===== src/rtl/core/swdv_pkg.sv =====
// ----------------------------------------------------------------------------
// swdv_pkg
// Shared types, codes and constants of the sliding window direction vote.
// ----------------------------------------------------------------------------
package swdv_pkg;

    localparam int WINDOW_DEPTH_DEF = 16;

    localparam int TIME_W     = 32;
    localparam int SPEED_W    = 16;
    localparam int MAG_W      = 17;
    localparam int DIR_W      = 2;
    localparam int CONF_W     = 10;
    localparam int HELD_W     = 5;
    localparam int QUOT_BITS  = 10;
    localparam int CFG_IDX_W  = 3;
    localparam int CFG_DATA_W = 16;

    // direction codes
    localparam logic [DIR_W-1:0] DIR_STOP = 2'd0;
    localparam logic [DIR_W-1:0] DIR_UP   = 2'd1;
    localparam logic [DIR_W-1:0] DIR_DOWN = 2'd2;

    localparam logic [CONF_W-1:0] CONF_FULL = 10'd1000;
    localparam logic [CONF_W-1:0] CONF_TIE  = 10'd500;

    // register reset values
    localparam logic [15:0] EXPIRY_RST  = 16'd1000;
    localparam logic [4:0]  WLIMIT_RST  = 5'd10;
    localparam logic [4:0]  MINHIST_RST = 5'd3;
    localparam logic [14:0] FAST_RST    = 15'd500;
    localparam logic [9:0]  BOOST_RST   = 10'd200;
    localparam logic [9:0]  PRELOAD_RST = 10'd700;

    typedef enum logic [CFG_IDX_W-1:0] {
        CFG_EXPIRY  = 3'd0,
        CFG_WLIMIT  = 3'd1,
        CFG_MINHIST = 3'd2,
        CFG_FAST    = 3'd3,
        CFG_BOOST   = 3'd4,
        CFG_PRELOAD = 3'd5
    } cfg_idx_t;

    typedef struct packed {
        logic [TIME_W-1:0]  stamp;
        logic [SPEED_W-1:0] speed;
        logic [DIR_W-1:0]   dir;
    } entry_t;

    typedef struct packed {
        logic [DIR_W-1:0]  pred;
        logic [CONF_W-1:0] conf;
    } vote_res_t;

    typedef enum logic [2:0] {
        S_IDLE,
        S_EXPIRE,
        S_LIMIT,
        S_VOTE,
        S_HOLD
    } ctl_state_t;

    typedef enum logic [1:0] {
        V_IDLE,
        V_DIV,
        V_FIN
    } vote_state_t;

    // absolute value of a two's complement speed, -32768 gives 32768
    function automatic logic [MAG_W-1:0] magnitude(input logic [SPEED_W-1:0] raw);
        logic [MAG_W-1:0] ext;
        ext = {1'b0, raw};
        if (raw[SPEED_W-1])
        begin
            return 17'h10000 - ext;
        end
        return ext;
    endfunction

endpackage


===== src/rtl/core/swdv_if.sv =====
// ----------------------------------------------------------------------------
// swdv interfaces
// Valid/ready channels for motion events, vote results and register writes.
// ----------------------------------------------------------------------------
interface swdv_evt_if import swdv_pkg::*; ();
    logic                      valid;
    logic                      ready;
    logic        [TIME_W-1:0]  time_ms;
    logic signed [SPEED_W-1:0] velocity;
    logic        [DIR_W-1:0]   direction;

    modport source (output valid, time_ms, velocity, direction, input ready);
    modport sink   (input valid, time_ms, velocity, direction, output ready);
endinterface

interface swdv_res_if import swdv_pkg::*; ();
    logic              valid;
    logic              ready;
    logic [DIR_W-1:0]  predicted;
    logic [CONF_W-1:0] confidence_permille;
    logic              preload_up;
    logic              preload_down;
    logic [HELD_W-1:0] held_events;

    modport source (output valid, predicted, confidence_permille, preload_up,
                    preload_down, held_events, input ready);
    modport sink   (input valid, predicted, confidence_permille, preload_up,
                    preload_down, held_events, output ready);
endinterface

interface swdv_cfg_if import swdv_pkg::*; ();
    logic                  valid;
    logic                  ready;
    logic [CFG_IDX_W-1:0]  index;
    logic [CFG_DATA_W-1:0] data;

    modport source (output valid, index, data, input ready);
    modport sink   (input valid, index, data, output ready);
endinterface


===== src/rtl/core/sliding_window_direction_vote_top.sv =====
// ----------------------------------------------------------------------------
// sliding_window_direction_vote_top
// Event window as a shifting row of cells, expiry and limit drops, vote unit.
// After an accept, expired entries drop first, then over-limit entries, then
// the vote runs; the divide is skipped on a tie or with too few events.
// One event in work at a time; next accept once the result is registered.
// The drop loop retires one entry a cycle, the divide one quotient bit a cycle.
// Reset (async, active low) empties the window and restores register defaults.
// ----------------------------------------------------------------------------
module sliding_window_direction_vote_top import swdv_pkg::*;
#(
    parameter int WINDOW_DEPTH = WINDOW_DEPTH_DEF
)
(
    input  logic        clk,
    input  logic        rst_n,
    swdv_evt_if.sink    evt,
    swdv_res_if.source  res,
    swdv_cfg_if.sink    cfg
);

    localparam int CNT_W = $clog2(WINDOW_DEPTH + 1);
    localparam int SUM_W = MAG_W + CNT_W;
    localparam int CMP_W = CNT_W + 5;

    ctl_state_t state_reg, state_next;
    logic [CNT_W-1:0]  held_reg, held_next;
    logic [CNT_W-1:0]  up_reg, up_next;
    logic [CNT_W-1:0]  down_reg, down_next;
    logic [SUM_W-1:0]  sum_reg, sum_next;
    logic [TIME_W-1:0] now_reg, now_next;

    logic [15:0] expiry_reg;
    logic [4:0]  wlimit_reg;
    logic [4:0]  minhist_reg;
    logic [14:0] fast_reg;
    logic [9:0]  boost_reg;
    logic [9:0]  preload_reg;

    logic              out_valid_reg, out_valid_next;
    logic [DIR_W-1:0]  out_pred_reg, out_pred_next;
    logic [CONF_W-1:0] out_conf_reg, out_conf_next;
    logic              out_pup_reg, out_pup_next;
    logic              out_pdn_reg, out_pdn_next;
    logic [HELD_W-1:0] out_held_reg, out_held_next;

    entry_t cell_data [WINDOW_DEPTH];
    entry_t new_entry;
    entry_t head;

    logic              accept;
    logic              full;
    logic [TIME_W-1:0] age;
    logic              expired;
    logic [CNT_W-1:0]  limit;
    logic              over;
    logic              drop_fire;
    logic              drop_now;
    logic              shift;
    logic [MAG_W-1:0]  head_mag;
    logic              vote_start;
    logic              vote_done;
    vote_res_t         vote_res;
    logic              out_free;

    assign accept = evt.valid && evt.ready;
    assign full   = (held_reg == CNT_W'(WINDOW_DEPTH));
    assign head   = cell_data[0];

    assign new_entry.stamp = evt.time_ms;
    assign new_entry.speed = evt.velocity;
    assign new_entry.dir   = evt.direction;

    // window row: entry 0 is the oldest, a drop moves every entry one place down
    for (genvar i = 0; i < WINDOW_DEPTH; i++)
    begin : g_cell
        entry_t nb;
        logic   load;
        if (i == WINDOW_DEPTH - 1)
        begin : g_last
            assign nb = new_entry;
        end
        else
        begin : g_mid
            assign nb = cell_data[i+1];
        end
        assign load = accept && !full && (held_reg == CNT_W'(i));

        swdv_cell u_cell
        (
            .clk       (clk),
            .load      (load),
            .shift     (shift),
            .load_data (new_entry),
            .nb_data   (nb),
            .data      (cell_data[i])
        );
    end

    always_comb
    begin
        age     = now_reg - head.stamp;
        expired = (held_reg != '0) && (age > {16'b0, expiry_reg});
        limit   = (CMP_W'(wlimit_reg) > CMP_W'(WINDOW_DEPTH)) ? CNT_W'(WINDOW_DEPTH)
                                                             : CNT_W'(wlimit_reg);
        over    = held_reg > limit;
        head_mag = magnitude(head.speed);
        out_free = !out_valid_reg || res.ready;

        state_next = state_reg;
        drop_fire  = 1'b0;
        vote_start = 1'b0;

        case (state_reg)
            S_IDLE:
            begin
                if (accept)
                begin
                    state_next = S_EXPIRE;
                end
            end
            S_EXPIRE:
            begin
                if (expired)
                begin
                    drop_fire = 1'b1;
                end
                else
                begin
                    state_next = S_LIMIT;
                end
            end
            S_LIMIT:
            begin
                if (over)
                begin
                    drop_fire = 1'b1;
                end
                else
                begin
                    vote_start = 1'b1;
                    state_next = S_VOTE;
                end
            end
            S_VOTE:
            begin
                if (vote_done)
                begin
                    state_next = S_HOLD;
                end
            end
            S_HOLD:
            begin
                if (out_free)
                begin
                    state_next = S_IDLE;
                end
            end
            default:
            begin
                state_next = S_IDLE;
            end
        endcase

        // a full window makes room for the new event on the accept beat
        drop_now = drop_fire || (accept && full);
        shift    = drop_now;

        held_next = held_reg - {{(CNT_W-1){1'b0}}, drop_now}
                             + {{(CNT_W-1){1'b0}}, accept};
        up_next   = up_reg
                    - {{(CNT_W-1){1'b0}}, drop_now && (head.dir == DIR_UP)}
                    + {{(CNT_W-1){1'b0}}, accept && (evt.direction == DIR_UP)};
        down_next = down_reg
                    - {{(CNT_W-1){1'b0}}, drop_now && (head.dir == DIR_DOWN)}
                    + {{(CNT_W-1){1'b0}}, accept && (evt.direction == DIR_DOWN)};
        sum_next  = sum_reg
                    - (drop_now ? SUM_W'(head_mag) : '0)
                    + (accept ? SUM_W'(magnitude(evt.velocity)) : '0);
        now_next  = accept ? evt.time_ms : now_reg;

        out_valid_next = out_valid_reg;
        out_pred_next  = out_pred_reg;
        out_conf_next  = out_conf_reg;
        out_pup_next   = out_pup_reg;
        out_pdn_next   = out_pdn_reg;
        out_held_next  = out_held_reg;
        if (res.valid && res.ready)
        begin
            out_valid_next = 1'b0;
        end
        if (state_reg == S_HOLD && out_free)
        begin
            out_valid_next = 1'b1;
            out_pred_next  = vote_res.pred;
            out_conf_next  = vote_res.conf;
            out_pup_next   = (vote_res.conf > preload_reg) && (vote_res.pred == DIR_UP);
            out_pdn_next   = (vote_res.conf > preload_reg) && (vote_res.pred == DIR_DOWN);
            out_held_next  = HELD_W'(held_reg);
        end
    end

    swdv_vote #(.WINDOW_DEPTH(WINDOW_DEPTH)) u_vote
    (
        .clk          (clk),
        .rst_n        (rst_n),
        .start        (vote_start),
        .held         (held_reg),
        .up_cnt       (up_reg),
        .down_cnt     (down_reg),
        .speed_sum    (sum_reg),
        .min_history  (minhist_reg),
        .fast_speed   (fast_reg),
        .boost_amount (boost_reg),
        .done         (vote_done),
        .res          (vote_res)
    );

    always_ff @(posedge clk or negedge rst_n)
    begin
        if (!rst_n)
        begin
            state_reg     <= S_IDLE;
            held_reg      <= '0;
            up_reg        <= '0;
            down_reg      <= '0;
            sum_reg       <= '0;
            out_valid_reg <= 1'b0;
        end
        else
        begin
            state_reg     <= state_next;
            held_reg      <= held_next;
            up_reg        <= up_next;
            down_reg      <= down_next;
            sum_reg       <= sum_next;
            out_valid_reg <= out_valid_next;
        end
    end

    always_ff @(posedge clk)
    begin
        now_reg      <= now_next;
        out_pred_reg <= out_pred_next;
        out_conf_reg <= out_conf_next;
        out_pup_reg  <= out_pup_next;
        out_pdn_reg  <= out_pdn_next;
        out_held_reg <= out_held_next;
    end

    // register file, writes always taken
    always_ff @(posedge clk or negedge rst_n)
    begin
        if (!rst_n)
        begin
            expiry_reg  <= EXPIRY_RST;
            wlimit_reg  <= WLIMIT_RST;
            minhist_reg <= MINHIST_RST;
            fast_reg    <= FAST_RST;
            boost_reg   <= BOOST_RST;
            preload_reg <= PRELOAD_RST;
        end
        else if (cfg.valid && cfg.ready)
        begin
            case (cfg.index)
                CFG_EXPIRY:  expiry_reg  <= cfg.data;
                CFG_WLIMIT:  wlimit_reg  <= cfg.data[4:0];
                CFG_MINHIST: minhist_reg <= cfg.data[4:0];
                CFG_FAST:    fast_reg    <= cfg.data[14:0];
                CFG_BOOST:   boost_reg   <= cfg.data[9:0];
                CFG_PRELOAD: preload_reg <= cfg.data[9:0];
                default:     ;
            endcase
        end
    end

    assign evt.ready = (state_reg == S_IDLE);
    assign cfg.ready = 1'b1;

    assign res.valid               = out_valid_reg;
    assign res.predicted           = out_pred_reg;
    assign res.confidence_permille = out_conf_reg;
    assign res.preload_up          = out_pup_reg;
    assign res.preload_down        = out_pdn_reg;
    assign res.held_events         = out_held_reg;

endmodule


===== src/rtl/core/swdv_cell.sv =====
// ----------------------------------------------------------------------------
// swdv_cell
// One window entry; loads a new event or takes its newer neighbor on a drop.
// ----------------------------------------------------------------------------
module swdv_cell import swdv_pkg::*;
(
    input  logic   clk,
    input  logic   load,
    input  logic   shift,
    input  entry_t load_data,
    input  entry_t nb_data,
    output entry_t data
);

    entry_t data_reg;
    entry_t data_next;

    always_comb
    begin
        data_next = data_reg;
        if (load)
        begin
            data_next = load_data;
        end
        else if (shift)
        begin
            data_next = nb_data;
        end
    end

    always_ff @(posedge clk)
    begin
        data_reg <= data_next;
    end

    assign data = data_reg;

endmodule


===== src/rtl/core/swdv_vote.sv =====
// ----------------------------------------------------------------------------
// swdv_vote
// Majority vote, restoring per-mille divide one quotient bit a cycle, boost.
// ----------------------------------------------------------------------------
module swdv_vote import swdv_pkg::*;
#(
    parameter  int WINDOW_DEPTH = WINDOW_DEPTH_DEF,
    localparam int CNT_W        = $clog2(WINDOW_DEPTH + 1),
    localparam int SUM_W        = MAG_W + CNT_W
)
(
    input  logic             clk,
    input  logic             rst_n,
    input  logic             start,
    input  logic [CNT_W-1:0] held,
    input  logic [CNT_W-1:0] up_cnt,
    input  logic [CNT_W-1:0] down_cnt,
    input  logic [SUM_W-1:0] speed_sum,
    input  logic [4:0]       min_history,
    input  logic [14:0]      fast_speed,
    input  logic [9:0]       boost_amount,
    output logic             done,
    output vote_res_t        res
);

    localparam int DV_W  = CNT_W + QUOT_BITS;
    localparam int BIT_W = $clog2(QUOT_BITS);
    localparam int CMP_W = CNT_W + 5;

    vote_state_t vstate_reg, vstate_next;
    logic [DV_W-1:0]      rem_reg, rem_next;
    logic [DV_W-1:0]      dsh_reg, dsh_next;
    logic [QUOT_BITS-1:0] quot_reg, quot_next;
    logic [BIT_W-1:0]     cnt_reg, cnt_next;
    logic                 boost_reg, boost_next;
    logic [DIR_W-1:0]     pred_reg, pred_next;
    vote_res_t            res_reg, res_next;

    logic             too_few;
    logic [CNT_W-1:0] winner;
    logic [SUM_W-1:0] thresh;
    logic             ge;
    logic [CONF_W:0]  conf_sum;

    always_comb
    begin
        too_few = (held == '0) || (CMP_W'(held) < CMP_W'(min_history));
        winner  = (up_cnt > down_cnt) ? up_cnt : down_cnt;
        thresh  = SUM_W'(fast_speed) * SUM_W'(held);
        ge      = rem_reg >= dsh_reg;
        conf_sum = {1'b0, quot_reg} + (boost_reg ? {1'b0, boost_amount} : '0);

        vstate_next = vstate_reg;
        rem_next    = rem_reg;
        dsh_next    = dsh_reg;
        quot_next   = quot_reg;
        cnt_next    = cnt_reg;
        boost_next  = boost_reg;
        pred_next   = pred_reg;
        res_next    = res_reg;

        case (vstate_reg)
            V_IDLE:
            begin
                if (start)
                begin
                    boost_next = !too_few && (speed_sum > thresh);
                    rem_next   = DV_W'(winner) * DV_W'(CONF_FULL);
                    dsh_next   = {held, {(QUOT_BITS-1){1'b0}}, 1'b0} >> 1;
                    cnt_next   = BIT_W'(QUOT_BITS - 1);
                    if (too_few)
                    begin
                        pred_next   = DIR_STOP;
                        quot_next   = '0;
                        vstate_next = V_FIN;
                    end
                    else if (up_cnt == down_cnt)
                    begin
                        pred_next   = DIR_STOP;
                        quot_next   = CONF_TIE;
                        vstate_next = V_FIN;
                    end
                    else
                    begin
                        pred_next   = (up_cnt > down_cnt) ? DIR_UP : DIR_DOWN;
                        quot_next   = '0;
                        vstate_next = V_DIV;
                    end
                end
            end
            V_DIV:
            begin
                if (ge)
                begin
                    rem_next = rem_reg - dsh_reg;
                end
                dsh_next  = dsh_reg >> 1;
                quot_next = {quot_reg[QUOT_BITS-2:0], ge};
                if (cnt_reg == '0)
                begin
                    vstate_next = V_FIN;
                end
                else
                begin
                    cnt_next = cnt_reg - 1'b1;
                end
            end
            V_FIN:
            begin
                res_next.pred = pred_reg;
                res_next.conf = (conf_sum > {1'b0, CONF_FULL}) ? CONF_FULL
                                                               : conf_sum[CONF_W-1:0];
                vstate_next   = V_IDLE;
            end
            default:
            begin
                vstate_next = V_IDLE;
            end
        endcase
    end

    always_ff @(posedge clk or negedge rst_n)
    begin
        if (!rst_n)
        begin
            vstate_reg <= V_IDLE;
        end
        else
        begin
            vstate_reg <= vstate_next;
        end
    end

    always_ff @(posedge clk)
    begin
        rem_reg   <= rem_next;
        dsh_reg   <= dsh_next;
        quot_reg  <= quot_next;
        cnt_reg   <= cnt_next;
        boost_reg <= boost_next;
        pred_reg  <= pred_next;
        res_reg   <= res_next;
    end

    assign done = (vstate_reg == V_FIN);
    assign res  = res_reg;

endmodule


===== src/flat_wrapper.sv =====
// flat-port wrapper written by rule: the top's interface ports become plain ports
module sliding_window_direction_vote_top_flat import swdv_pkg::*;
#(
    parameter int WINDOW_DEPTH = WINDOW_DEPTH_DEF
)
  (clk, rst_n, evt_valid, evt_time_ms, evt_velocity, evt_direction, evt_ready, res_valid, res_predicted, res_confidence_permille, res_preload_up, res_preload_down, res_held_events, res_ready, cfg_valid, cfg_index, cfg_data, cfg_ready);
  swdv_evt_if evt_i ();
  swdv_res_if res_i ();
  swdv_cfg_if cfg_i ();
  input  logic clk;
  input  logic rst_n;
  input wire logic [$bits(evt_i.valid)-1:0] evt_valid;
  input wire logic [$bits(evt_i.time_ms)-1:0] evt_time_ms;
  input wire logic [$bits(evt_i.velocity)-1:0] evt_velocity;
  input wire logic [$bits(evt_i.direction)-1:0] evt_direction;
  output wire logic [$bits(evt_i.ready)-1:0] evt_ready;
  output wire logic [$bits(res_i.valid)-1:0] res_valid;
  output wire logic [$bits(res_i.predicted)-1:0] res_predicted;
  output wire logic [$bits(res_i.confidence_permille)-1:0] res_confidence_permille;
  output wire logic [$bits(res_i.preload_up)-1:0] res_preload_up;
  output wire logic [$bits(res_i.preload_down)-1:0] res_preload_down;
  output wire logic [$bits(res_i.held_events)-1:0] res_held_events;
  input wire logic [$bits(res_i.ready)-1:0] res_ready;
  input wire logic [$bits(cfg_i.valid)-1:0] cfg_valid;
  input wire logic [$bits(cfg_i.index)-1:0] cfg_index;
  input wire logic [$bits(cfg_i.data)-1:0] cfg_data;
  output wire logic [$bits(cfg_i.ready)-1:0] cfg_ready;
  assign evt_i.valid = evt_valid;
  assign evt_i.time_ms = evt_time_ms;
  assign evt_i.velocity = evt_velocity;
  assign evt_i.direction = evt_direction;
  assign evt_ready = evt_i.ready;
  assign res_valid = res_i.valid;
  assign res_predicted = res_i.predicted;
  assign res_confidence_permille = res_i.confidence_permille;
  assign res_preload_up = res_i.preload_up;
  assign res_preload_down = res_i.preload_down;
  assign res_held_events = res_i.held_events;
  assign res_i.ready = res_ready;
  assign cfg_i.valid = cfg_valid;
  assign cfg_i.index = cfg_index;
  assign cfg_i.data = cfg_data;
  assign cfg_ready = cfg_i.ready;
  sliding_window_direction_vote_top #(.WINDOW_DEPTH(WINDOW_DEPTH)) u_core (.clk(clk), .rst_n(rst_n), .evt(evt_i), .res(res_i), .cfg(cfg_i));
endmodule

===== config.mk =====
export PLATFORM = sky130hd
export DESIGN_NAME = sliding_window_direction_vote_top_flat
export DESIGN_NICKNAME = d
export VERILOG_FILES = /design/src/rtl/core/swdv_pkg.sv /design/src/rtl/core/swdv_if.sv /design/src/rtl/core/sliding_window_direction_vote_top.sv /design/src/rtl/core/swdv_cell.sv /design/src/rtl/core/swdv_vote.sv /design/src/flat_wrapper.sv
export SDC_FILE = /design/constraint.sdc
export NUM_CORES = 2
export LEC_CHECK = 0
export ABC_AREA = 1
export BUFFER_PORTS_ARGS = -buffer_cell sky130_fd_sc_hd__buf_2
export CORE_ASPECT_RATIO = 2
export CORE_MARGIN = 2
export CORE_UTILIZATION = 30
export CTS_CLUSTER_DIAMETER = 60
export CTS_CLUSTER_SIZE = 8
export DETAILED_ROUTE_END_ITERATION = 6
export PLACE_DENSITY_LB_ADDON = 0.3
export SETUP_SLACK_MARGIN = 0.2
export SLEW_MARGIN = 20
export SYNTH_ARGS = -nofsm -noshare
export SYNTH_HDL_FRONTEND = slang
export SYNTH_HIERARCHICAL = 1
export SYNTH_SLANG_ARGS = --single-unit

===== constraint.sdc =====
create_clock -name clk -period 9.7 [get_ports clk]
set_input_delay 0 -clock clk [delete_from_list [all_inputs] [get_ports clk]]
set_output_delay 0 -clock clk [all_outputs]
set_load 0.01 [all_outputs]

### Word level (Yosys, flattened, before mapping)

Cells that the tools add are included.

* bits in registers: 1014
* output and inout port bits: 22

* $add $sub $neg: 14
* multiply operators: 2
* magnitude comparators: 9
* eq/ne operators: 43
* mux-type cells: 74
* reduce and logical (&&, ||, !) cells: 72

Operators with widths (count)
* $mux 50: 32
* $mux 17: 6
* $pmux 15 s2: 2
* $mux 15: 3
* $eq 5x4->1 const B: 8
* $reduce_bool 2->1: 18
* $sub 17x16->17 const A: 2
* $gt 32x16->1: 1
* $sub 32x32->32: 1
* $logic_and 1x1->1: 29
* $add 22x22->22: 1
* $gt 22x20->1: 1
* $sub 22x22->22: 1
* $eq 5x3->1 const B: 4
* $mul 15x5->20: 1
* $mux 10: 2
* $pmux 10 s2: 1
* $mux 9: 2
* $reduce_and 2->1: 9
* $ne 2x2->1 const B: 8
* $add 5x1->5: 3
* $ge 15x15->1: 1
* $mux 3: 5
* $pmux 3 s5: 1
* other kinds (37): 72

### Depth between registers and ports, before layout

* depth in word-level cells: 9
* mapped depth: 44

### Hierarchy

The synthesis kept the hierarchy.

By module, submodules not included
* swdv_cell: times used 16, cells each 213, area each 2184.6 um2, seq. area each 1501.4 um2
* sliding_window_direction_vote_top: times used 1, cells each 1535, area each 11424.7 um2, seq. area each 4115.2 um2
* swdv_vote: times used 1, cells each 1036, area each 7776.2 um2, seq. area each 1791.7 um2

### Worst setup path before layout

OpenSTA, ideal clock, no wires.

* kind: flip-flop to flip-flop
* from: register u_core.g_cell[0].u_cell.data_reg, in the netlist u_core/g_cell[0].u_cell/data[18]
* to: register u_core.sum_reg[19]
* library setup time: 0.116 ns
* data arrival time: 5.110 ns
* required time: 9.584 ns
* slack: 4.473 ns
* stages on the path, launching flop included: 39
* path buffers: 1
* period minus slack after synthesis: 5.227 ns
* path through: edfxtp_1 ha_1 fa_1 inv_1 nand2_1 nand2_1 nand4_1 nand3_1 xor2_1 ha_1 nand2_1 nor2_1 nand3_1 nor2_1 nand4_1 nand2_1 nand3_1 nor2_1 [... 3 more ...] nand2_4 nand3_4 buf_6 nand2_1 fa_1 ha_1 a21oi_1 nand2_1 nand2_1 nand2_1 a21boi_1 o21ai_0 a21boi_0 o21ai_1 nand2_1 nand2_1 nand2_1 nand2_1

* word-level cells in the longest chain between the ends: 9

RTL lines
* start: declaration: line swdv_cell.sv:15 `entry_t data_reg;`
* start signal: assignment: line swdv_cell.sv:33 `data_reg <= data_next;`
* $sub 32x32->32: line sliding_window_direction_vote_top.sv:102 `age = now_reg - head.stamp;`
* $gt 32x16->1: line sliding_window_direction_vote_top.sv:103 `expired = (held_reg != '0) && (age > {16'b0, expiry_reg});`
* $logic_and 1x1->1: line sliding_window_direction_vote_top.sv:103
* $mux 1: line sliding_window_direction_vote_top.sv:124 `if (expired)`
* $pmux 1 s2: line sliding_window_direction_vote_top.sv:114 `case (state_reg)`
* $logic_or 1x1->1: line sliding_window_direction_vote_top.sv:166 `drop_now = drop_fire || (accept && full);`
* via u_core.drop_now: line sliding_window_direction_vote_top.sv:58 `logic drop_now;`
* $mux 17: line sliding_window_direction_vote_top.sv:178 `- (drop_now ? SUM_W'(head_mag) : '0)`
* $sub 22x22->22: line sliding_window_direction_vote_top.sv:178
* $add 22x22->22: line sliding_window_direction_vote_top.sv:179 `+ (accept ? SUM_W'(magnitude(evt.velocity)) : '0);`
* via u_core.sum_next[19]: line sliding_window_direction_vote_top.sv:30 `logic [SUM_W-1:0] sum_reg, sum_next;`
* end signal: assignment: line sliding_window_direction_vote_top.sv:236 `sum_reg <= sum_next;`
* end: declaration: line sliding_window_direction_vote_top.sv:30

The timed path passes the listed nets, and every way through them passes these cells.
A chain may end at the register's enable or synchronous reset.

### Worst setup path in the final report

* from: register u_core.now_reg[8]
* to: register u_core.sum_reg[19]

* word-level cells in the longest chain between the ends: 9

RTL lines
* start: declaration: line sliding_window_direction_vote_top.sv:31 `logic [TIME_W-1:0] now_reg, now_next;`
* start signal: assignment: line sliding_window_direction_vote_top.sv:243 `now_reg <= now_next;`
* $sub 32x32->32: line sliding_window_direction_vote_top.sv:102
* $gt 32x16->1: line sliding_window_direction_vote_top.sv:103
* $logic_and 1x1->1: line sliding_window_direction_vote_top.sv:103
* $mux 1: line sliding_window_direction_vote_top.sv:124
* $pmux 1 s2: line sliding_window_direction_vote_top.sv:114
* $logic_or 1x1->1: line sliding_window_direction_vote_top.sv:166
* $mux 17: line sliding_window_direction_vote_top.sv:178
* $sub 22x22->22: line sliding_window_direction_vote_top.sv:178
* $add 22x22->22: line sliding_window_direction_vote_top.sv:179
* via u_core.sum_next[19]: line sliding_window_direction_vote_top.sv:30

The timed path passes the listed nets, and every way through them passes these cells.

==> results.md <==
* Top cells by count, synth: nand2_1, edfxtp_1, inv_1, ha_1, nor2_1
* Primary FF master, synth: edfxtp_1
* Reg2reg setup slack at 2930 ps
* Worst Hold Class: primary input to flip-flop
* WL final at 120000 µm
* Root buffer cell: clkbuf_16
* Min Hold Slack at 66.35 ps
* Initial Util at 0.3017
* Slew Limit Fails at 0
* Status: completed
* Reg2Reg Depth at 38
* Yosys top cell area share at 0.5040
* Clk buf depth at 3
* Vias post-DR at 37709
* Worst r2r dst: u_core/sum_reg[19]
* Multi-input logic area at 0.02021 mm²
* Yosys top cell by area: edfxtp_1
* Layout cell share with drive strength beyond 1 at 0.07485
* Avg WL per Cell at 14.12 µm
* Ports at 96
* Critical path class: flip-flop to flip-flop
* CP most frequent cell: nand2_1
* WHS Path Cells at 5
* Initial antenna violation count at 1
* Most frequent cell after synthesis: nand2_1
* Top cells by area, synth: edfxtp_1, nand2_1, ha_1, inv_1, dfrtp_1
* Slew HR at 0.3206
* Final hold vios at 0
* Worst R2R Start: u_core/now_reg[8]
* Cell Area, Synth at 0.05415 mm²
* Tcrit/Tclk final at 0.6978
* CTS tree: done
* CP endpoint kind: flip-flop
* Worst Skew at 31.57 ps
* #FFs+latches synth at 1013
* Synth warnings at 6
* Global route overflow at 0
* Setup TNS at 0 ps
* Nets at 6480
* CP peak stage delay at 500 ps
* Die X at 304.4 µm
* FP Rows at 220
* Port Buf Inserts at 94
* DR pass1 iterations at 5
* Area growth, synth to finish at 12.65%
* Final Core Density at 0.3399
* Vert. Die Dim at 604.9 µm
* Fillers at 18335
* Unrepaired setup endpoints after global routing: no
* Initial DRC Count at 1513
* Crit-path leading delay family: simple AND/OR/NAND/NOR gates
* Worst EP arrival at 7420 ps
* Clock Latency Late Sink at 770 ps
* # hold bufs at CTS at 80
* Post-CTS sizing at 0
* Slowest cell on crit path: fa_1
* Sequential share of the synthesized area at 0.5527
* Num CTS Buffers at 147
* Mapped Cells at 5979
* Total GRT Usage at 0.1319
* Post-DP HPWL at 90300 µm
* Reg clk slew, reported paths at 50 ps
* Synth async-reset ratio at 0.1027
* Startpoint types: flip-flop
* Worst-Margin Slew at 1019 ps
* Max Clock Freq at 147.7 MHz
* # setup viols final at 0
* Post-route ant nets at 0
* Vias in the first global route at 38958
* Global-route wire length before repair at 197300 µm
* Setup WS pre-CTS at 2809 ps
* Yosys cell types at 55
* Die area at 0.1841 mm²
* Largest net degree at the start of global routing at 74
* Max FFs per register at 800
* CORE AREA at 0.1795 mm²
* DRC at 0
* Crit path buf inv count at 4
* Worst path required time at 10350 ps
* Final GP Congestion at 0.8541
* Max cap viols at 0
* Register area at 0.02993 mm²
* WHS Endpoint: u_core/res.valid
* Min cycle time layout at 6768 ps
* Via-to-Cell Ratio at 4.434
* Post-synth EDFFs at 909
* Post-route setup slack at 2932 ps
* Crit Path Max Fanout at 34
* Setup Fix Bufs, Post-CTS at 0
* Post-Syn Area per Cell at 9.057 µm²
* Clk sink count at 1013
* H-tree Lvls at 4
* Hold path startpoint: res_ready
==> final cells by class <==
type                       instances  area share
antenna                            1  0.00004102
clock inverter                    14    0.002666
sequential                      1013      0.4906
clock buffer                     179     0.06434
inverter                         589     0.03755
tap                             2331     0.04781
multi-input combinational       4165      0.3313
timing repair buffer             212     0.02572
==> worst max path at each step <==
stage	from	endpoint	slack, ps	depth (start not counted)
CTS	u_core/g_cell[0].u_cell/data[18]	u_core/sum_reg[19]	2800	38
finish	u_core/now_reg[8]	u_core/sum_reg[19]	2930	38
detailed placement	u_core/g_cell[0].u_cell/data[18]	u_core/sum_reg[19]	2810	38
global placement	u_core/now_reg[8]	u_core/sum_reg[21]	2800	39
floorplan	u_core/g_cell[0].u_cell/data[18]	u_core/sum_reg[19]	4470	38
global route	u_core/now_reg[0]	u_core/sum_reg[19]	2210	39
==> tightest hold or removal path: stages <==
cell           delay, ps
dlygate4sd3_1        520
buf_2                 90
nor2_1                60
inv_1                 70
nand2_1               50
==> logic make-up after synthesis <==
| family | Yosys count | share of synthesized area |
|---|---|---|
| AOI/OAI and AO/OA | 309 | 0.03121 |
| xor gates and xnor gates | 79 | 0.01278 |
| adders and majority gates | 278 | 0.07421 |
| buffers and inverters | 802 | 0.07638 |
| DFF | 1013 | 0.5527 |
| other | 2 | 0.0001387 |
| and+or+nand+nor | 3496 | 0.2526 |
==> stage by stage <==
step / instances / cell area [µm²]
3_5_place_dp: 8230 / 56100
4_1_cts: 8503 / 61000
6_report: 8504 / 61010
3_3_place_gp: 8230 / 56100
5_1_grt: 8504 / 61010
2_1_floorplan: 5980 / 54160
==> placed cells by master (no fill, tap or decap), types with 72 or more instances in the layout <==
cell           netlist  layout
a21oi_1            125     125
inv_1              552     551
clkbuf_16            0     152
o21ai_0            119     119
dlygate4sd3_1        0      79
edfxtp_1           909     909
nor2_1             165     151
nand2_1           3076    3075
dfrtp_1             79      79
ha_1               206     206
nand3_1            101     101
buf_2                2      93
fa_1                72      72
==> metal layers <==
layer / vias to the layer above / GRT usage / share of wire
li1: 19241 / - / -
met1: 17705 / 0.1199 / 0.35
met2: 533 / 0.2771 / 0.58
met3: 230 / 0.02254 / 0.031
met4: 0 / 0.05682 / 0.038
met5: - / 0 / 0
Power is left out: the tool's default activity adds up to more than one toggle a clock period on the data nets, which glitch-free logic cannot reach.
